--- config.mk ---
export PLATFORM = sky130hd
export DESIGN_NAME = i2c_master_bus_sequencer_core
export DESIGN_NICKNAME = d
export VERILOG_FILES = /design/src/i2cms_pkg.sv /design/src/i2cms_front.sv /design/src/i2cms_back.sv /design/src/i2c_master_bus_sequencer_core.sv
export SDC_FILE = /design/constraint.sdc
export NUM_CORES = 1
export LEC_CHECK = 0
export ABC_CLOCK_PERIOD_IN_PS = 2950
export BUFFER_PORTS_ARGS = -buffer_cell sky130_fd_sc_hd__buf_2
export CORE_MARGIN = 2
export CORE_UTILIZATION = 55
export CTS_BUF_LIST = sky130_fd_sc_hd__clkbuf_8
export DETAILED_ROUTE_END_ITERATION = 8
export GPL_TIMING_DRIVEN = 0
export PLACE_DENSITY = 0.75
export SYNTH_ARGS = -nofsm -noshare
export SYNTH_HDL_FRONTEND = slang
export SYNTH_SLANG_ARGS = --single-unit
--- constraint.sdc ---
create_clock -name clk_i -period 2.95 [get_ports clk_i]
set_clock_uncertainty 0.15 [all_clocks]
set_input_delay 0.4425 -clock clk_i [delete_from_list [all_inputs] [get_ports clk_i]]
set_output_delay 0.4425 -clock clk_i [all_outputs]
set_load 0.1 [all_outputs]
--- src/i2cms_pkg.sv ---
`default_nettype none
// ----------------------------------------------------------------------------
// i2cms_pkg
// Types and constants shared by the I2C master bus sequencer modules.
// ----------------------------------------------------------------------------
package i2cms_pkg;

  // Bus primitive codes as they arrive on the input channel
  typedef enum logic [2:0] {
    FUNC_START      = 3'd0,
    FUNC_STOP       = 3'd1,
    FUNC_SEND_BYTE  = 3'd2,
    FUNC_RECV_BYTE  = 3'd3,
    FUNC_WRITE_ADDR = 3'd4,
    FUNC_READ_ADDR  = 3'd5
  } func_e;

  // Classified operation handed from the front end to the back end
  typedef enum logic [1:0] {
    OP_START = 2'd0,
    OP_STOP  = 2'd1,
    OP_SEND  = 2'd2,
    OP_RECV  = 2'd3
  } op_e;

  // Back end sequencer states
  typedef enum logic [2:0] {
    ST_IDLE,
    ST_START,
    ST_STOP,
    ST_TX_BITS,
    ST_TX_ACK,
    ST_RX_REL,
    ST_RX_BITS,
    ST_RX_TAIL
  } state_e;

  localparam logic [7:0] ADDR_WRITE = 8'hA0;
  localparam logic [7:0] ADDR_READ  = 8'hA1;
  localparam int unsigned DevSelW   = 3;

  typedef struct packed {
    logic [2:0] func;
    logic [7:0] tx_byte;
    logic       ack_after;
    logic [7:0] device_byte;
    logic       device_ack_level;
  } item_t;

  typedef struct packed {
    logic       scl_level;
    logic       sda_level;
    logic       sda_drive;
    logic       sample_taken;
    logic [7:0] rx_data;
    logic       ack_seen;
    logic       last;
  } result_t;

  // One queued command: data is the byte to send, or the slave's receive bits
  typedef struct packed {
    op_e        op;
    logic [7:0] data;
    logic       ack_after;
    logic       dev_ack;
  } cmd_t;

endpackage

`default_nettype wire

--- src/i2cms_front.sv ---
`default_nettype none
// ----------------------------------------------------------------------------
// i2cms_front
// Accepts primitives, resolves address bytes, and queues commands (2 deep).
// ----------------------------------------------------------------------------
module i2cms_front import i2cms_pkg::*; (
  input  wire logic               clk_i,
  input  wire logic               rst_ni,
  input  wire logic               in_valid_i,
  output      logic               in_ready_o,
  input  wire item_t              in_data_i,
  input  wire logic               cfg_we_i,
  input  wire logic [DevSelW-1:0] cfg_data_i,
  output      logic               cmd_valid_o,
  output      cmd_t               cmd_o,
  input  wire logic               cmd_pop_i
);

  logic [DevSelW-1:0] dev_sel_q;
  cmd_t               mem_q [2];
  logic               wr_q, rd_q;
  logic [1:0]         cnt_q;
  cmd_t               cmd_new;
  logic               known;
  logic               push;
  logic [7:0]         addr_off;

  assign addr_off = {4'b0000, dev_sel_q, 1'b0};

  // Classify the primitive; undefined codes are consumed and dropped
  always_comb begin
    cmd_new.op        = OP_START;
    cmd_new.data      = in_data_i.tx_byte;
    cmd_new.ack_after = in_data_i.ack_after;
    cmd_new.dev_ack   = in_data_i.device_ack_level;
    known             = 1'b1;
    unique case (in_data_i.func)
      FUNC_START:      cmd_new.op = OP_START;
      FUNC_STOP:       cmd_new.op = OP_STOP;
      FUNC_SEND_BYTE:  cmd_new.op = OP_SEND;
      FUNC_RECV_BYTE: begin
        cmd_new.op   = OP_RECV;
        cmd_new.data = in_data_i.device_byte;
      end
      FUNC_WRITE_ADDR: begin
        cmd_new.op   = OP_SEND;
        cmd_new.data = ADDR_WRITE + addr_off;
      end
      FUNC_READ_ADDR: begin
        cmd_new.op   = OP_SEND;
        cmd_new.data = ADDR_READ + addr_off;
      end
      default:         known = 1'b0;
    endcase
  end

  assign in_ready_o  = (cnt_q != 2'd2);
  assign push        = in_valid_i && in_ready_o && known;
  assign cmd_valid_o = (cnt_q != 2'd0);
  assign cmd_o       = mem_q[rd_q];

  always_ff @(posedge clk_i or negedge rst_ni) begin
    if (!rst_ni) begin
      dev_sel_q <= '0;
      wr_q      <= 1'b0;
      rd_q      <= 1'b0;
      cnt_q     <= 2'd0;
    end else begin
      if (cfg_we_i) begin
        dev_sel_q <= cfg_data_i;
      end
      if (push) begin
        wr_q <= ~wr_q;
      end
      if (cmd_pop_i) begin
        rd_q <= ~rd_q;
      end
      cnt_q <= cnt_q + {1'b0, push} - {1'b0, cmd_pop_i};
    end
  end

  always_ff @(posedge clk_i) begin
    if (push) begin
      mem_q[wr_q] <= cmd_new;
    end
  end

endmodule

`default_nettype wire

--- src/i2cms_back.sv ---
`default_nettype none
// ----------------------------------------------------------------------------
// i2cms_back
// Pin sequencer: one SCL/SDA write per cycle, while the result side takes them, into a registered result.
// ----------------------------------------------------------------------------
module i2cms_back import i2cms_pkg::*; (
  input  wire logic    clk_i,
  input  wire logic    rst_ni,
  input  wire logic    cmd_valid_i,
  input  wire cmd_t    cmd_i,
  output      logic    cmd_pop_o,
  output      logic    out_valid_o,
  input  wire logic    out_ready_i,
  output      result_t out_data_o
);

  state_e     state_q, state_d;
  logic       scl_q, scl_d, sda_q, sda_d, drv_q, drv_d;
  logic [7:0] shift_q, shift_d, dbyte_q, dbyte_d;
  logic       ack_after_q, ack_after_d, dev_ack_q, dev_ack_d;
  logic [2:0] cnt_q, cnt_d, bit_q, bit_d;
  logic [1:0] ph_q, ph_d;
  logic       out_valid_q, out_valid_d;
  result_t    out_q, out_d;
  logic       go, emit, sample, last, ack_seen;
  logic [7:0] rx;

  assign go = !out_valid_q || out_ready_i;

  always_ff @(posedge clk_i or negedge rst_ni) begin
    if (!rst_ni) begin
      state_q     <= ST_IDLE;
      scl_q       <= 1'b1;
      sda_q       <= 1'b1;
      drv_q       <= 1'b1;
      shift_q     <= '0;
      cnt_q       <= '0;
      bit_q       <= '0;
      ph_q        <= '0;
      out_valid_q <= 1'b0;
    end else begin
      state_q     <= state_d;
      scl_q       <= scl_d;
      sda_q       <= sda_d;
      drv_q       <= drv_d;
      shift_q     <= shift_d;
      cnt_q       <= cnt_d;
      bit_q       <= bit_d;
      ph_q        <= ph_d;
      out_valid_q <= out_valid_d;
    end
  end

  always_ff @(posedge clk_i) begin
    dbyte_q     <= dbyte_d;
    ack_after_q <= ack_after_d;
    dev_ack_q   <= dev_ack_d;
    out_q       <= out_d;
  end

  always_comb begin
    state_d     = state_q;
    scl_d       = scl_q;
    sda_d       = sda_q;
    drv_d       = drv_q;
    shift_d     = shift_q;
    dbyte_d     = dbyte_q;
    ack_after_d = ack_after_q;
    dev_ack_d   = dev_ack_q;
    cnt_d       = cnt_q;
    bit_d       = bit_q;
    ph_d        = ph_q;
    cmd_pop_o   = 1'b0;
    emit        = 1'b0;
    sample      = 1'b0;
    last        = 1'b0;
    ack_seen    = 1'b0;
    rx          = '0;

    unique case (state_q)
      ST_IDLE: begin
        if (cmd_valid_i) begin
          cmd_pop_o   = 1'b1;
          ack_after_d = cmd_i.ack_after;
          dev_ack_d   = cmd_i.dev_ack;
          cnt_d       = '0;
          bit_d       = '0;
          ph_d        = '0;
          unique case (cmd_i.op)
            OP_START: state_d = ST_START;
            OP_STOP:  state_d = ST_STOP;
            OP_SEND: begin
              state_d = ST_TX_BITS;
              shift_d = cmd_i.data;
            end
            OP_RECV: begin
              state_d = ST_RX_REL;
              dbyte_d = cmd_i.data;
            end
            default: state_d = ST_IDLE;
          endcase
        end
      end

      ST_START: begin
        if (go) begin
          emit  = 1'b1;
          cnt_d = cnt_q + 3'd1;
          case (cnt_q)
            3'd0:    sda_d = 1'b1;
            3'd1:    scl_d = 1'b1;
            3'd2:    sda_d = 1'b0;
            default: begin
              scl_d   = 1'b0;
              last    = 1'b1;
              state_d = ST_IDLE;
            end
          endcase
        end
      end

      ST_STOP: begin
        if (go) begin
          emit  = 1'b1;
          cnt_d = cnt_q + 3'd1;
          case (cnt_q)
            3'd0:    sda_d = 1'b0;
            3'd1:    scl_d = 1'b1;
            default: begin
              sda_d   = 1'b1;
              last    = 1'b1;
              state_d = ST_IDLE;
            end
          endcase
        end
      end

      ST_TX_BITS: begin
        if (go) begin
          emit = 1'b1;
          case (ph_q)
            2'd0: begin
              sda_d = shift_q[7];
              ph_d  = 2'd1;
            end
            2'd1: begin
              scl_d = 1'b1;
              ph_d  = 2'd2;
            end
            default: begin
              scl_d   = 1'b0;
              shift_d = {shift_q[6:0], 1'b0};
              ph_d    = 2'd0;
              if (bit_q == 3'd7) begin
                state_d = ST_TX_ACK;
                cnt_d   = '0;
              end else begin
                bit_d = bit_q + 3'd1;
              end
            end
          endcase
        end
      end

      ST_TX_ACK: begin
        if (go) begin
          emit  = 1'b1;
          cnt_d = cnt_q + 3'd1;
          case (cnt_q)
            3'd0: sda_d = 1'b1;
            3'd1: drv_d = 1'b0;
            3'd2: begin
              scl_d  = 1'b1;
              sample = 1'b1;
            end
            3'd3: drv_d = 1'b1;
            default: begin
              scl_d    = 1'b0;
              last     = 1'b1;
              ack_seen = dev_ack_q;
              state_d  = ST_IDLE;
            end
          endcase
        end
      end

      ST_RX_REL: begin
        if (go) begin
          emit    = 1'b1;
          drv_d   = 1'b0;
          shift_d = '0;
          bit_d   = '0;
          ph_d    = '0;
          state_d = ST_RX_BITS;
        end
      end

      ST_RX_BITS: begin
        if (go) begin
          emit = 1'b1;
          case (ph_q)
            2'd0: begin
              scl_d   = 1'b1;
              sample  = 1'b1;
              shift_d = {shift_q[6:0], dbyte_q[7]};
              dbyte_d = {dbyte_q[6:0], 1'b0};
              ph_d    = 2'd1;
            end
            default: begin
              scl_d = 1'b0;
              ph_d  = 2'd0;
              if (bit_q == 3'd7) begin
                state_d = ST_RX_TAIL;
                cnt_d   = '0;
              end else begin
                bit_d = bit_q + 3'd1;
              end
            end
          endcase
        end
      end

      ST_RX_TAIL: begin
        if (go) begin
          emit  = 1'b1;
          cnt_d = cnt_q + 3'd1;
          case (cnt_q)
            3'd0: drv_d = 1'b1;
            3'd1: sda_d = ~ack_after_q;
            3'd2: scl_d = 1'b1;
            3'd3: begin
              scl_d = 1'b0;
              // nack ends here: no trailing clock
              if (!ack_after_q) begin
                last    = 1'b1;
                state_d = ST_IDLE;
              end
            end
            default: begin
              sda_d   = 1'b1;
              last    = 1'b1;
              state_d = ST_IDLE;
            end
          endcase
          if (last) begin
            rx = shift_q;
          end
        end
      end

      default: state_d = ST_IDLE;
    endcase

    out_d = out_q;
    if (emit) begin
      out_d.scl_level    = scl_d;
      out_d.sda_level    = sda_d;
      out_d.sda_drive    = drv_d;
      out_d.sample_taken = sample;
      out_d.rx_data      = rx;
      out_d.ack_seen     = ack_seen;
      out_d.last         = last;
    end
    out_valid_d = emit ? 1'b1 : (out_ready_i ? 1'b0 : out_valid_q);
  end

  assign out_valid_o = out_valid_q;
  assign out_data_o  = out_q;

endmodule

`default_nettype wire

--- src/i2c_master_bus_sequencer_core.sv ---
`default_nettype none
// ----------------------------------------------------------------------------
// i2c_master_bus_sequencer_core
// Bit-banged I2C master: expands bus primitives into per-write pin states.
// ----------------------------------------------------------------------------
// Each accepted transaction carries one bus primitive (start, stop, send byte,
// receive byte, device write or read address). It comes back as a stream of
// result transactions, one per pin write, giving SCL, SDA, SDA drive and a
// sample flag; the final one is marked last and carries the received byte or
// the sampled ack level. Undefined function codes are accepted and dropped.
// The back-end sequencer dispatches each primitive in its idle state without
// a pin write, then makes one pin write per cycle as long as the result side
// keeps taking transactions. A two-deep command queue lets the input side
// accept up to two primitives ahead of the one in progress. device_select is
// sampled when a primitive is accepted.
module i2c_master_bus_sequencer_core import i2cms_pkg::*; (
  input  wire logic               clk_i,
  input  wire logic               rst_ni,
  // primitive channel
  input  wire logic               in_valid_i,
  output      logic               in_ready_o,
  input  wire item_t              in_data_i,
  // pin-write result channel
  output      logic               out_valid_o,
  input  wire logic               out_ready_i,
  output      result_t            out_data_o,
  // device select register write
  input  wire logic               cfg_we_i,
  input  wire logic [DevSelW-1:0] cfg_data_i
);

  logic cmd_valid;
  cmd_t cmd;
  logic cmd_pop;

  // Front end: accept, classify, resolve address bytes, queue
  i2cms_front u_front (
    .clk_i       (clk_i),
    .rst_ni      (rst_ni),
    .in_valid_i  (in_valid_i),
    .in_ready_o  (in_ready_o),
    .in_data_i   (in_data_i),
    .cfg_we_i    (cfg_we_i),
    .cfg_data_i  (cfg_data_i),
    .cmd_valid_o (cmd_valid),
    .cmd_o       (cmd),
    .cmd_pop_i   (cmd_pop)
  );

  // Back end: step the pins, one write per cycle while the result side takes them, into the output register
  i2cms_back u_back (
    .clk_i       (clk_i),
    .rst_ni      (rst_ni),
    .cmd_valid_i (cmd_valid),
    .cmd_i       (cmd),
    .cmd_pop_o   (cmd_pop),
    .out_valid_o (out_valid_o),
    .out_ready_i (out_ready_i),
    .out_data_o  (out_data_o)
  );

  // Sampling only happens on a clock-high step with SDA released
  assert property (@(posedge clk_i) disable iff (!rst_ni)
    out_valid_o && out_data_o.sample_taken |->
      out_data_o.scl_level && !out_data_o.sda_drive)
    else $error("sample taken outside a released clock-high step");

  // Received byte and ack level appear only on the final pin write
  assert property (@(posedge clk_i) disable iff (!rst_ni)
    out_valid_o && !out_data_o.last |->
      out_data_o.rx_data == 8'h00 && !out_data_o.ack_seen)
    else $error("status fields set on a non-final pin write");

  // Never pop the command queue while it is empty
  assert property (@(posedge clk_i) disable iff (!rst_ni)
    cmd_pop |-> cmd_valid)
    else $error("command queue popped while empty");

endmodule

`default_nettype wire
-- Yosys cells after proc, flatten, opt, wreduce, memory -nomap -nowiden
Memory sizes are Yosys's and may differ from the RTL's.
Cells that the tools add are included.
- memories kept: 1
- logic and storage cells: 222
- bits of input ports: 29
- memory bits (writable): 24
- output and inout port bits: 16
- flip-flop bits (word level): 54
- memories (name ; words ; width ; read ports ; clocked after memory_dff ; wr ports ; RTL line ; RTL):
    u_front.mem_q ; 2 ; 12 ; 1 ; 0 ; 1 ; i2cms_front.sv:20 ; cmd_t mem_q [2];
- reductions and logical operators: 34
- bitwise gates (word level): 5
- add/sub/neg operators: 6
- mux-type cells: 111
- equal/unequal tests: 42
- operators by type and width (cell ; number):
    2-to-1 mux 8 bit ; 11
    2-to-1 mux 3 bit ; 29
    2-to-1 mux 1 bit ; 42
    case mux 3 bit (4 select lines) ; 3
    case mux 8 bit (4 select lines) ; 1
    case mux 3 bit (8 select lines) ; 1
    case mux 8 bit (3 select lines) ; 1
    inequality test 2 x 1 -> 1 bit (second input constant) ; 11
    == test 3 bit (second input constant) ; 7
    inequality test 2 bit (second input constant) ; 10
    case mux 1 bit (2 select lines) ; 10
    == test 3 x 2 -> 1 bit (second input constant) ; 6
    AND reduction 17 bit ; 1
    adder 8 x 4 -> 8 bit (first input constant) ; 2
    case mux 8 bit (2 select lines) ; 1
    AND reduction 7 bit ; 2
    OR reduction 3 bit ; 4
    OR reduction 6 bit ; 2
    AND reduction 5 bit ; 2
    == test 3 x 1 -> 1 bit (second input constant) ; 3
    zero test 3 bit ; 3
    2-to-1 mux 2 bit ; 4
    case mux 2 bit (4 select lines) ; 1
    AND reduction 8 bit ; 1
    other kinds (25) ; 40

-- Longest topological paths before layout
Gate-level depths: netlist (run 1).
- depth after elaboration: 7
- mapped depth: 9
- depth with buffers taken out: 8

-- Cells and area by module
From an unflattened synthesis (run 1), not the netlist that was laid out.
- cells, all modules: 356
- area, all modules: 4199.0 µm²
- by module, submodules not included (module ; area an instance (µm²) ; instances ; cells each ; seq. area each (µm²)):
    i2cms_back ; 2761.4 ; 1 ; 257 ; 1300.0
    i2cms_front ; 1437.6 ; 1 ; 99 ; 895.9

-- Worst setup path after synthesis (run 1)
No wires, ideal clock.
- kind: register -> register
- start point: reg u_back.out_valid_q (netlist: u_back.out_valid_o)
- end point: reg u_back.out_q (netlist bit u_back.out_data_o[0]), enable pin
- arrival time: 1.970 ns
- path slack: 0.446 ns
- buffers on the path: 1
- required time: 2.416 ns
- setup time: 0.384 ns
- period minus slack after synthesis: 2.504 ns
- stages on the path, launching flop included: 4
- path through: dfrtp_1 > and2b_1 > clkbuf_1 > nor2_1
- word-level cells in the longest chain between the ends: 4
- RTL lines (item ; RTL line ; RTL):
    from (decl) ; i2cms_back.sv:23 ; logic out_valid_q, out_valid_d;
    from (signal assigned) ; i2cms_back.sv:50 ; out_valid_q <= out_valid_d;
    zero test 1 bit ; i2cms_back.sv:28 ; assign go = !out_valid_q || out_ready_i;
    logical OR 1 bit ; i2cms_back.sv:28 ;
    2-to-1 mux 1 bit (2 in series) ; -- ;
    via u_back.emit ; i2cms_back.sv:25 ; logic go, emit, sample, last, ack_seen;
    to (signal assigned) ; i2cms_back.sv:58 ; out_q <= out_d;
    to (decl) ; i2cms_back.sv:24 ; result_t out_q, out_d;
The timed path passes the listed nets, and every way through them passes these cells.
A chain may end at the register's enable or synchronous reset.

-- Final worst setup path (run 1)
- start point: reg u_back.state_q[1]
- end point: reg u_back.out_q (netlist bit u_back.out_data_o[4]), enable pin
- word-level cells in the longest chain between the ends: 3
- elaborated cells between the ends (all ways): 9
- those cells by class: eq/ne: 7; mux: 1; reduce/logical: 1
- RTL lines (item ; RTL line ; RTL):
    from (decl) ; i2cms_back.sv:17 ; state_e state_q, state_d;
    from (signal assigned) ; i2cms_back.sv:42 ; state_q <= state_d;
    == test 3 x 1 -> 1 bit (tied with other cells) ; i2cms_back.sv:80 ; unique case (state_q)
    OR reduction 7 bit (no line) * ; -- ;
    2-to-1 mux 1 bit * ; -- ;
    via u_back.emit ; i2cms_back.sv:25 ;
The timed path passes the listed nets; every way through them passes the cells marked *.

==> metrics.txt, run 1 <==
outcome=finished, violations left; failing checks=negative hold slack; Cell Area, Synth=4190 um^2; Worst EP arrival=2.53 ns; total nets after synthesis=about 420; achievable frequency=about 0.37 GHz; growth of design area from synthesis to finish=12.7%; crit path capture type=register; wire length of the first global-routing pass=between 10000 and 15000 um; reg-to-reg setup timing slack=0.24 ns; measured slew at the worst slew-check pin=0.998 ns; final max-slew violation count=0; final wirelength=roughly 8800 um; number of remaining DRC errors=0; worst-path cell chain=buf_2, buf_2, buf_2, nor3_1, nor2_1; clk buf depth=2; row cnt=31; total congestion overflow after global routing=0; CP Launch Type=register; RSZ-0062 raised after global routing=false; number of top-level pins=45; number of flops mapped to enable cells by yosys=48; classification of the worst-slack hold path=in -> async; total setup violations reported at the end of the flow=0; Core Box Area=roughly 7300 um^2; worst flop-to-flop path endpoint=u_back.out_data_o[4]$_SDFFCE_PN0P_; Root Buffer=clkbuf_8; Hold Slack=-0.00806 ns; fraction of layout instances using a drive strength above 1=24.3%; Syn Inst Count=around 370; Layout Nets=between 400 and 500; combined flip-flop and latch cell area=roughly 2200 um^2; area share of the leading cell type in the synthesized netlist=between 30% and 40%; antenna viol nets, final=0; Gates resized, CTS repair=0; maximum VDD drop=0.578 mV; H-tree levels=3; max-cap check violation count=0; clock latency of the later-clocked register in the worst-skew pair=between 0.3 and 0.4 ns; Power Density=between 1000 and 1500 nW/um^2; mean cell area of the mapped netlist=11.3 um^2; total of flip-flops plus latches after synthesis=78; violation count after the first detailed-route iteration=roughly 220; fraction of synthesis flops using an asynchronous set or reset pin=between 30% and 40%; ranking of synthesized cells by instance count=edfxtp_1 (48), nand2_1 (33), a21oi_1 (27), dfrtp_1 (27), nor2_1 (23); cell at the slowest stage of the critical path=nor2_1; diodes inserted=0; clock edge transition at the registers on the reported setup and hold paths=~0.080 ns; width of the chip=between 90 and 100 um; total clock buffers created by CTS=9; largest net degree at the start of global routing=31; static leakage=1.96 nW; Detailed Routing Iterations Pass 1=7; share of synthesized area occupied by flip-flops and latches=about 52%; routed via count=approximately 3.0k; most frequent cell after synthesis=edfxtp_1; Synth Warn #=0; worst relative slew slack=33.2%; antenna violations before repair=0; post-DR wirelength/cell=roughly 17 um; Post-CTS Hold Buffers=0; beginning of the critical path=u_back.state_q[1]$_DFFE_PN0P_; primary flip-flop cell chosen by synthesis mapping=edfxtp_1; r2r worst-path depth=5; ranking of synthesized cells by area=edfxtp_1 (34%), dfrtp_1 (16%), ha_1 (4.8%); detailed-placement wirelength estimate=between 6000 and 7000 um; Critical Path Fanout Max=14; final weighted congestion in routability-driven placement=0.977; buffer count from post-CTS setup fixing=0; area occupied by multi-input gates=roughly 1800 um^2; Post-Route Setup TNS=0 ns; timing endpoint of the critical path=u_back.out_data_o[4]$_SDFFCE_PN0P_; number of global-route vias before repair=roughly 2.9k; effective utilization at floorplan=a little under three fifths; Fill cells=585; count of distinct cell types in the synthesized netlist=64; CP peak stage delay=roughly 0.76 ns; required arrival time at the worst endpoint=about 2.8 ns; area enclosed by the die boundary=between 8000 and 9000 um^2; cell type with the largest total area after synthesis=edfxtp_1; final core utilization=64.7%; die height=91.2 um; count of clock tree sinks=78; minimum clock period=between 2 and 3 ns; final hold viol count=7; startpoint of the most critical register-to-register path=u_back.state_q[1]$_DFFE_PN0P_; category of the most critical setup path=reg -> reg; final clock period utilization by the worst path=92.0%; via count normalized by instance count=about 5.7; overall fraction of global-route tracks in use=about 22%; cell with the most instances on the worst path=buf_2; Port Buffers=44; clock tree from TritonCTS=built
routing by layer:
| layer | up-vias | track usage, % | routed length, um |
|---|---|---|---|
| met1 | 1421 | 30.1 | 3950 |
| met4 | 0 | 9.60 | 187 |
| met2 | 118 | 34.5 | 4110 |
| li1 | 1464 | - | - |
| met5 | - | 0 | 0 |
| met3 | 21 | 3.49 | 544 |
critical path: cells and delay by family (launching register included):
family / cells / cell delay, ns
buf+inv: 3 / 0.84
flops: 1 / 0.47
simple gates: 2 / 0.87
placed cells by master (no fill, tap or decap), types with 5 or more instances in the layout:
master	instances
dfrtp_1	27
mux2_2	9
edfxtp_1	48
inv_1	12
nand3_1	5
nor2b_1	6
nor2_1	23
ha_1	16
nor3_1	11
nand2b_1	5
o21ai_0	20
o21ai_1	13
a21oi_1	27
nand2_1	33
clkbuf_1	7
clkbuf_8	9
and2_1	10
buf_2	53
mux2_1	6
mux2i_1	12
how the worst min path moves through the flow:
stage	startpoint	end	slack, ns	cells after the start
floorplan	rst_ni	u_back.bit_q[0]$_DFFE_PN0P_	-0.003	0
global placement	u_back.bit_q[1]$_DFFE_PN0P_	u_back.bit_q[1]$_DFFE_PN0P_	0.32	2
detailed placement	u_back.bit_q[2]$_DFFE_PN0P_	u_back.bit_q[2]$_DFFE_PN0P_	0.34	2
CTS	rst_ni	u_front.dev_sel_q[1]$_DFFE_PN0P_	0.01	1
global route	rst_ni	u_front.cnt_q[0]$_DFF_PN0_	0.05	1
finish	rst_ni	u_front.wr_q$_DFFE_PN0P_	-0.008	1
sequential cells by signal, indices dropped and copies added, names as in the netlist, 2 cells and up:
| signal | flops |
|---|---|
| u_back.cnt_q | 3 |
| u_back.shift_q | 8 |
| u_back.ph_q | 2 |
| u_back.out_data_o | 14 |
| u_back.state_q | 3 |
| u_back.dbyte_q | 8 |
| u_front.cnt_q | 2 |
| u_back.bit_q | 3 |
| u_front.mem_q | 24 |
| u_front.dev_sel_q | 3 |
power breakdown:
| group | switching [mW] | leakage (nW) | internal [mW] | total, mW |
|---|---|---|---|---|
| Combinational | 2.01 | 1.04 | 0.972 | 2.98 |
| Clock | 0.392 | 0.101 | 0.386 | 0.778 |
| Sequential | 0.193 | 0.819 | 1.62 | 1.81 |
| Total | 2.60 | 1.96 | 2.98 | 5.57 |
through the flow:
stage               worst slack, ns  hold slack [ns]  cells  total power [mW]  area, um^2
floorplan                     0.446         -0.00309    372              4.20        4190
global placement              0.267            0.323    515              4.75        4530
detailed placement            0.278            0.340    515              4.80        4530
CTS                           0.259           0.0138    531              5.58        4720
global route                 0.0145           0.0527    531              5.89        4720
finish                        0.237         -0.00806    531              5.57        4720
area by class of cell:
cell class	count	share of cell area [%]
Inverter	12	0.955
Clock buffer	9	2.63
Multi-Input combinational cell	262	38.8
Sequential cell	78	46.5
Tap cell	99	2.63
Clock inverter	7	1.38
Timing Repair Buffer	44	4.67
Buffer	20	2.39
cell families (layout without fill, tap and decap cells):
group           Yosys count  count (layout)  share of synthesized area (%)
simple gates            123             123                           16.4
compound gates           88              88                           13.6
fa+ha+maj                16              16                           4.78
buf+inv                  32              92                           3.77
xor+xnor                  5               5                           1.05
mux                      30              30                           7.98
flops                    78              78                           52.5
No activity file was read; power rests on OpenSTA's default activity.
==> inputs of run 2 (changes only) <==
--- a/config.mk
+++ b/config.mk
@@ -5,6 +5,7 @@
 export SDC_FILE = /design/constraint.sdc
 export NUM_CORES = 1
 export LEC_CHECK = 0
+export ABC_AREA = 1
 export ABC_CLOCK_PERIOD_IN_PS = 2950
 export BUFFER_PORTS_ARGS = -buffer_cell sky130_fd_sc_hd__buf_2
 export CORE_MARGIN = 2
==> metrics.txt, run 2 <==
outcome=finished, violations left (unchanged); failing checks=negative hold slack (unchanged); Detailed Routing Iterations Pass 1=5 (was 7); effective utilization at floorplan=57.0% (was 57.4%); Post-Route Setup TNS=0 ns (unchanged); count of distinct cell types in the synthesized netlist=39 (was 64); final core utilization=64.4% (was 64.7%); Fill cells=631 (was 585); final hold viol count=16 (was 7); final max-slew violation count=0 (unchanged); required arrival time at the worst endpoint=2.79 ns (was 2.77 ns); Hold Slack=-0.00956 ns (was -0.00806 ns); Port Buffers=44 (unchanged); Synth Warn #=0 (unchanged); final weighted congestion in routability-driven placement=0.914 (was 0.977); antenna violations before repair=0 (unchanged); final wirelength=8330 um (was 8800 um); wire length of the first global-routing pass=14000 um (was 14200 um); ranking of synthesized cells by area=edfxtp_1 (35%), dfrtp_1 (16%), nand2_1 (11%) (was edfxtp_1 (34%), dfrtp_1 (16%), ha_1 (4.8%)); register with the most flip-flops=u_front.mem_q (unchanged); minimum clock period=2.46 ns (was 2.71 ns); clk buf depth=2 (unchanged); part of the total power dissipated in sequential elements=34.1% (was 32.5%); static leakage=2.22 nW (was 1.96 nW); Layout Nets=559 (was 472); growth of design area from synthesis to finish=13.0% (was 12.7%); Gates resized, CTS repair=0 (unchanged); max-cap check violation count=0 (unchanged); switching pwr=2.70 mW (was 2.60 mW); ranking of synthesized cells by instance count=nand2_1 (122), inv_1 (57), edfxtp_1 (48) (was edfxtp_1 (48), nand2_1 (33), a21oi_1 (27), dfrtp_1 (27), nor2_1 (23)); worst relative slew slack=24.3% (was 33.2%); number of global-route vias before repair=2942 (was 2867); antenna viol nets, final=0 (unchanged); overall fraction of global-route tracks in use=21.5% (was 21.9%); startpoint of the most critical register-to-register path=u_front.rd_q$_DFFE_PN0P_ (was u_back.state_q[1]$_DFFE_PN0P_); row cnt=31 (unchanged); clock group share of total power=14.4% (was 14.0%); beginning of the critical path=u_front.rd_q$_DFFE_PN0P_ (was u_back.state_q[1]$_DFFE_PN0P_); leading cell types in the layout, fill and taps excluded=nand2_1 (122), inv_1 (58), edfxtp_1 (48) (was buf_2 (53), edfxtp_1 (48), nand2_1 (33)); fin area=4670 um^2 (was 4720 um^2); post-detailed-placement cell area=4480 um^2 (was 4530 um^2); fin worst setup slack=0.489 ns (was 0.237 ns); reg-to-reg setup timing slack=0.49 ns (was 0.24 ns); most frequent cell after synthesis=nand2_1 (was edfxtp_1); Post-CTS Hold Buffers=0 (unchanged); total setup violations reported at the end of the flow=0 (unchanged); Power Density=1170 nW/um^2 (was 1180 nW/um^2); mean cell area of the mapped netlist=9.01 um^2 (was 11.3 um^2); via count normalized by instance count=5.13 (was 5.69); largest net degree at the start of global routing=31 (unchanged); category of the most critical setup path=reg -> reg (unchanged); Cell Area, Synth=4140 um^2 (was 4190 um^2); total clock buffers created by CTS=9 (unchanged); worst setup slack after placement=0.101 ns (was 0.278 ns); Inst Count DP=602 (was 515); RSZ-0062 raised after global routing=false (unchanged); post-DR wirelength/cell=13.5 um (was 16.6 um); clock latency of the later-clocked register in the worst-skew pair=0.35 ns (about the same); total nets after synthesis=504 (was 417); total congestion overflow after global routing=0 (unchanged); CP Launch Type=register (unchanged); most frequent standard cell in the layout excluding fill and tap cells=nand2_1 (was buf_2); count of clock tree sinks=78 (unchanged); share of synthesized area occupied by flip-flops and latches=53.1% (was 52.5%); max reg flops=24 (unchanged); number of top-level pins=45 (unchanged); area enclosed by the die boundary=8230 um^2 (was 8320 um^2); Worst EP arrival=2.30 ns (was 2.53 ns); combinational share of power=51.5% (was 53.5%); clock edge transition at the registers on the reported setup and hold paths=0.09 ns (was 0.08 ns); Root Buffer=clkbuf_8 (unchanged); cell type with the largest total area after synthesis=edfxtp_1 (unchanged); crit path capture type=register (unchanged); Syn Inst Count=459 (was 372); Core Box Area=7250 um^2 (was 7290 um^2); total of flip-flops plus latches after synthesis=78 (unchanged); width of the chip=90.7 um (was 91.2 um); detailed-placement wirelength estimate=6250 um (was 6510 um); internal power summed over all cells=2.77 mW (was 2.98 mW); fraction of layout instances using a drive strength above 1=20.6% (was 24.3%); area share of the leading cell type in the synthesized netlist=34.9% (was 34.4%); achievable frequency=0.406 GHz (was 0.369 GHz); Critical Path Fanout Max=10 (was 14); violation count after the first detailed-route iteration=225 (was 223); classification of the worst-slack hold path=in -> async (unchanged); number of remaining DRC errors=0 (unchanged); buffer count from post-CTS setup fixing=0 (unchanged); maximum VDD drop=0.709 mV (was 0.578 mV); final clock period utilization by the worst path=83.4% (was 92.0%); diodes inserted=0 (unchanged); fraction of synthesis flops using an asynchronous set or reset pin=38.5% (unchanged); clock tree from TritonCTS=built (unchanged); measured slew at the worst slew-check pin=1.13 ns (was 0.998 ns); Final Non-Filler Cells=618 (was 531); die height=90.7 um (was 91.2 um); routed via count=3172 (was 3024); primary flip-flop cell chosen by synthesis mapping=edfxtp_1 (unchanged); H-tree levels=3 (unchanged); number of flops mapped to enable cells by yosys=48 (unchanged); proportion of total power due to net switching=49.4% (was 46.6%)
-- run 2: per-stage QoR --
step,power (mW),hold WS [ns]
final,5.46,-0.00956
after floorplan,4.11,-0.00309
after global routing,5.87,0.0515
after detailed placement,4.68,0.346
after CTS,5.47,0.0212
after global placement,4.63,0.327
-- run 2: worst paths after layout --
path / endpoint / cells after the start
worst max register to register: u_back.dbyte_q[0]$_SDFFCE_PP0P_ / 6
max in group asynchronous: u_front.cnt_q[1]$_DFF_PN0_ / 1
worst min register to register: u_back.bit_q[1]$_DFFE_PN0P_ / 2
worst min-delay path: u_back.state_q[2]$_DFFE_PN0P_ / 1
min in group clk_i: u_front.mem_q[1][0]$_DFFE_PP_ / 1
worst max-delay path: u_back.dbyte_q[0]$_SDFFCE_PP0P_ / 6
-- run 2: power by group through the flow --
stage | logic, mW | clock network (mW) | registers, mW
after CTS | 2.81 | 0.801 | 1.86
after global placement | 2.76 | 0 | 1.87
after detailed placement | 2.80 | 0 | 1.88
after global routing | 3.11 | 0.846 | 1.91
after floorplan | 1.66 | 0 | 2.45
final | 2.81 | 0.786 | 1.87
-- run 2: logic make-up after synthesis --
kind of cell | count (synthesis) | share of synthesized area (%)
simple gates | 220 | 23.5
fa+ha+maj | 16 | 4.84
flops | 78 | 53.1
xor+xnor | 3 | 0.636
compound gates | 65 | 9.89
mux | 5 | 1.36
buf+inv | 72 | 6.69
-- run 2: critical path, cell delays in order, from the launching register on --
cell and delay (ns):
dfrtp_1 0.42, buf_1 0.39, o21ai_0 0.22, inv_1 0.14
ha_1 0.15, o21ai_0 0.10, a211oi_2 0.52
-- run 2: layout make-up --
cell class | instances | area [um^2] | share of cell area, %
Sequential cell | 78 | 2200 | 47.0
Multi-Input combinational cell | 309 | 1670 | 35.7
Inverter | 64 | 240 | 5.14
Timing Repair Buffer | 44 | 220 | 4.71
Clock buffer | 9 | 124 | 2.65
Tap cell | 99 | 124 | 2.65
Clock inverter | 7 | 65.1 | 1.39
Buffer | 8 | 36.3 | 0.776
-- run 2: routing by layer --
| layer | GRT usage, % | part of all wire [%] |
|---|---|---|
| met5 | 0 | 0 |
| met4 | 6.15 | 1.1 |
| met3 | 4.42 | 5.7 |
| met2 | 35.4 | 46 |
| met1 | 28.8 | 47 |
==> inputs of run 3 (changes only) <==
--- a/config.mk
+++ b/config.mk
@@ -6,14 +6,14 @@
 export NUM_CORES = 1
 export LEC_CHECK = 0
 export ABC_AREA = 1
-export ABC_CLOCK_PERIOD_IN_PS = 2950
+export ABC_CLOCK_PERIOD_IN_PS = 2100
 export BUFFER_PORTS_ARGS = -buffer_cell sky130_fd_sc_hd__buf_2
 export CORE_MARGIN = 2
 export CORE_UTILIZATION = 55
 export CTS_BUF_LIST = sky130_fd_sc_hd__clkbuf_8
 export DETAILED_ROUTE_END_ITERATION = 8
 export GPL_TIMING_DRIVEN = 0
-export PLACE_DENSITY = 0.75
+export PLACE_DENSITY = 0.78
 export SYNTH_ARGS = -nofsm -noshare
 export SYNTH_HDL_FRONTEND = slang
 export SYNTH_SLANG_ARGS = --single-unit
==> constraint.sdc (replaced) <==
create_clock -name clk_i -period 2.1 [get_ports clk_i]
set_clock_uncertainty 0.15 [all_clocks]
set_input_delay 0.315 -clock clk_i [delete_from_list [all_inputs] [get_ports clk_i]]
set_output_delay 0.315 -clock clk_i [all_outputs]
set_load 0.1 [all_outputs]
==> metrics.txt, run 3 (synthesis results as in run 2) <==
outcome=complete, no violations (was finished, violations left); worst setup slack after placement=-0.389 ns (was 0.101 ns); antenna viol nets, final=0 (unchanged); detailed-placement wirelength estimate=6180 um (was 6250 um); Inst Count DP=602 (unchanged); achievable frequency=0.496 GHz (was 0.406 GHz); Root Buffer=clkbuf_8 (unchanged); CP Launch Type=register (unchanged); post-DR wirelength/cell=13.0 um (was 13.5 um); final clock period utilization by the worst path=96.0% (was 83.4%); count of clock tree sinks=78 (unchanged); diodes inserted=0 (unchanged); max-cap check violation count=0 (unchanged); width of the chip=90.7 um (unchanged); total congestion overflow after global routing=0 (unchanged); number of global-route vias before repair=3061 (was 2942); category of the most critical setup path=reg -> reg (unchanged); fin area=4800 um^2 (was 4670 um^2); largest net degree at the start of global routing=31 (unchanged); measured slew at the worst slew-check pin=0.718 ns (was 1.13 ns); required arrival time at the worst endpoint=1.95 ns (was 2.79 ns); area occupied by multi-input gates=1730 um^2 (was 1670 um^2); Power Density=1640 nW/um^2 (was 1170 nW/um^2); combined flip-flop and latch cell area=2200 um^2 (about the same); Detailed Routing Iterations Pass 1=5 (unchanged); Fill cells=625 (was 631); final wirelength=8140 um (was 8330 um); cell at the slowest stage of the critical path=nor2_2 (was a211oi_2); number of remaining DRC errors=0 (unchanged); die height=90.7 um (unchanged); Port Buffers=44 (unchanged); Post-Route Setup TNS=0 ns (unchanged); register with the most flip-flops=u_front.mem_q (unchanged); wire length of the first global-routing pass=13700 um (was 14000 um); maximum VDD drop=1.04 mV (was 0.709 mV); clock edge transition at the registers on the reported setup and hold paths=0.08 ns (was 0.09 ns); leading cell types in the layout, fill and taps excluded=nand2_1 (122), inv_1 (57), edfxtp_1 (48) (was nand2_1 (122), inv_1 (58), edfxtp_1 (48)); static leakage=2.26 nW (was 2.22 nW); total setup violations reported at the end of the flow=0 (unchanged); clk buf depth=2 (unchanged); minimum clock period=2.02 ns (was 2.46 ns); fraction of layout instances using a drive strength above 1=24.3% (was 20.6%); CP peak stage delay=0.49 ns (was 0.52 ns); final hold viol count=0 (was 16); overall fraction of global-route tracks in use=20.8% (was 21.5%); post-detailed-placement cell area=4490 um^2 (was 4480 um^2); clock tree from TritonCTS=built (unchanged); Final Non-Filler Cells=625 (was 618); routed via count=3233 (was 3172); most frequent standard cell in the layout excluding fill and tap cells=nand2_1 (unchanged); antenna violations before repair=0 (unchanged); crit path capture type=register (unchanged); Core Box Area=7250 um^2 (unchanged); final weighted congestion in routability-driven placement=0.939 (was 0.914); number of top-level pins=45 (unchanged); violation count after the first detailed-route iteration=155 (was 225); total clock buffers created by CTS=9 (unchanged); Layout Nets=566 (was 559); H-tree levels=3 (unchanged); fin worst setup slack=0.0846 ns (was 0.489 ns); area enclosed by the die boundary=8230 um^2 (unchanged); effective utilization at floorplan=57.0% (unchanged); growth of design area from synthesis to finish=16.2% (was 13.0%); cell with the most instances on the worst path=inv_1 (was o21ai_0); final max-slew violation count=0 (unchanged); clock latency of the later-clocked register in the worst-skew pair=0.36 ns (was 0.35 ns); Critical Path Fanout Max=13 (was 10); row cnt=31 (unchanged); Worst EP arrival=1.86 ns (was 2.30 ns); worst relative slew slack=52.1% (was 24.3%); classification of the worst-slack hold path=in -> reg (was in -> async); worst-path cell chain=inv_1, nor2_1, nor3_1, inv_1, nor2_2 (was buf_1, o21ai_0, inv_1, ha_1, o21ai_0, a211oi_2); RSZ-0062 raised after global routing=true (was false); via count normalized by instance count=5.17 (was 5.13); max reg flops=24 (unchanged)
-- run 3: changes by cell type in the layout (fill, tap and decap cells not counted), moves of 3 or more --
| cell | before | now |
|---|---|---|
| buf_4 | 1 | 5 |
| o21ai_0 | 19 | 16 |
| dfrtp_1 | 27 | 21 |
| nor2_1 | 43 | 38 |
| dfrtp_2 | 0 | 6 |
| nor2_4 | 1 | 5 |
| dlygate4sd3_1 | 0 | 3 |
-- run 3: metrics by stage --
step | utilization (%) | hold slack [ns] | total power [mW]
final | 66.2 | 0.0341 | 7.86
after global routing | 66.2 | 0.0310 | 8.44
after CTS | 65.1 | 0.0318 | 7.65
after detailed placement | 61.9 | 0.269 | 6.59
after global placement | 61.9 | 0.260 | 6.49
after floorplan | - | -0.131 | 5.79
-- run 3: report_power, final --
group | switching, mW | internal (mW)
logic | 3.04 | 1.18
registers | 0.302 | 2.34
clock network | 0.567 | 0.432
-- run 3: repair_timing --
item | CTS | global route
gates resized for setup | 10 | 14
endpoints found under the setup margin | 45 | 58
hold buffers | 3 | 0
pin swaps | 0 | 3
setup buffers | 0 | 5
endpoints found under the hold margin | 31 | 0
-- run 3: final cells by class --
cell class              count  area share, %
plain buffers               7          0.729
well taps                  99           2.58
repair buffers             52           6.25
clock buffers               9           2.58
multi-input cells         309           35.9
flip-flops and latches     78           45.9
inverters                  64           5.00
clock inverters             7           1.04
-- run 3: path summary, 6_finish.rpt --
check	start	endpoint	slack, ns	depth (start not counted)
max in group asynchronous	rst_ni	u_back.state_q[1]$_DFFE_PN0P_	0.89	2
worst max register to register	u_front.cnt_q[1]$_DFF_PN0_	u_front.mem_q[1][10]$_DFFE_PP_	0.08	5
min in group asynchronous	rst_ni	u_back.cnt_q[1]$_DFFE_PN0P_	0.41	2
worst max-delay path	u_front.cnt_q[1]$_DFF_PN0_	u_front.mem_q[1][10]$_DFFE_PP_	0.08	5
worst min-delay path	cfg_data_i[0]	u_front.dev_sel_q[0]$_DFFE_PN0P_	0.03	2
worst min register to register	u_back.bit_q[2]$_DFFE_PN0P_	u_back.bit_q[2]$_DFFE_PN0P_	0.36	2
-- run 3: critical path, delay by kind of cell, from the launching register on --
kind | cells | cell delay [ns]
AND/OR/NAND/NOR | 3 | 0.86
flip-flops | 1 | 0.37
buffers and inverters | 2 | 0.28
-- run 3: routing by layer --
layer  track usage [%]  wire length (um)  vias to the layer above
met5                 0                 0                        -
met4              7.56               138                        0
met3              4.01               427                       12
met2              35.1              3940                       98
met1              26.9              3640                     1482
li1                  -                 -                     1641
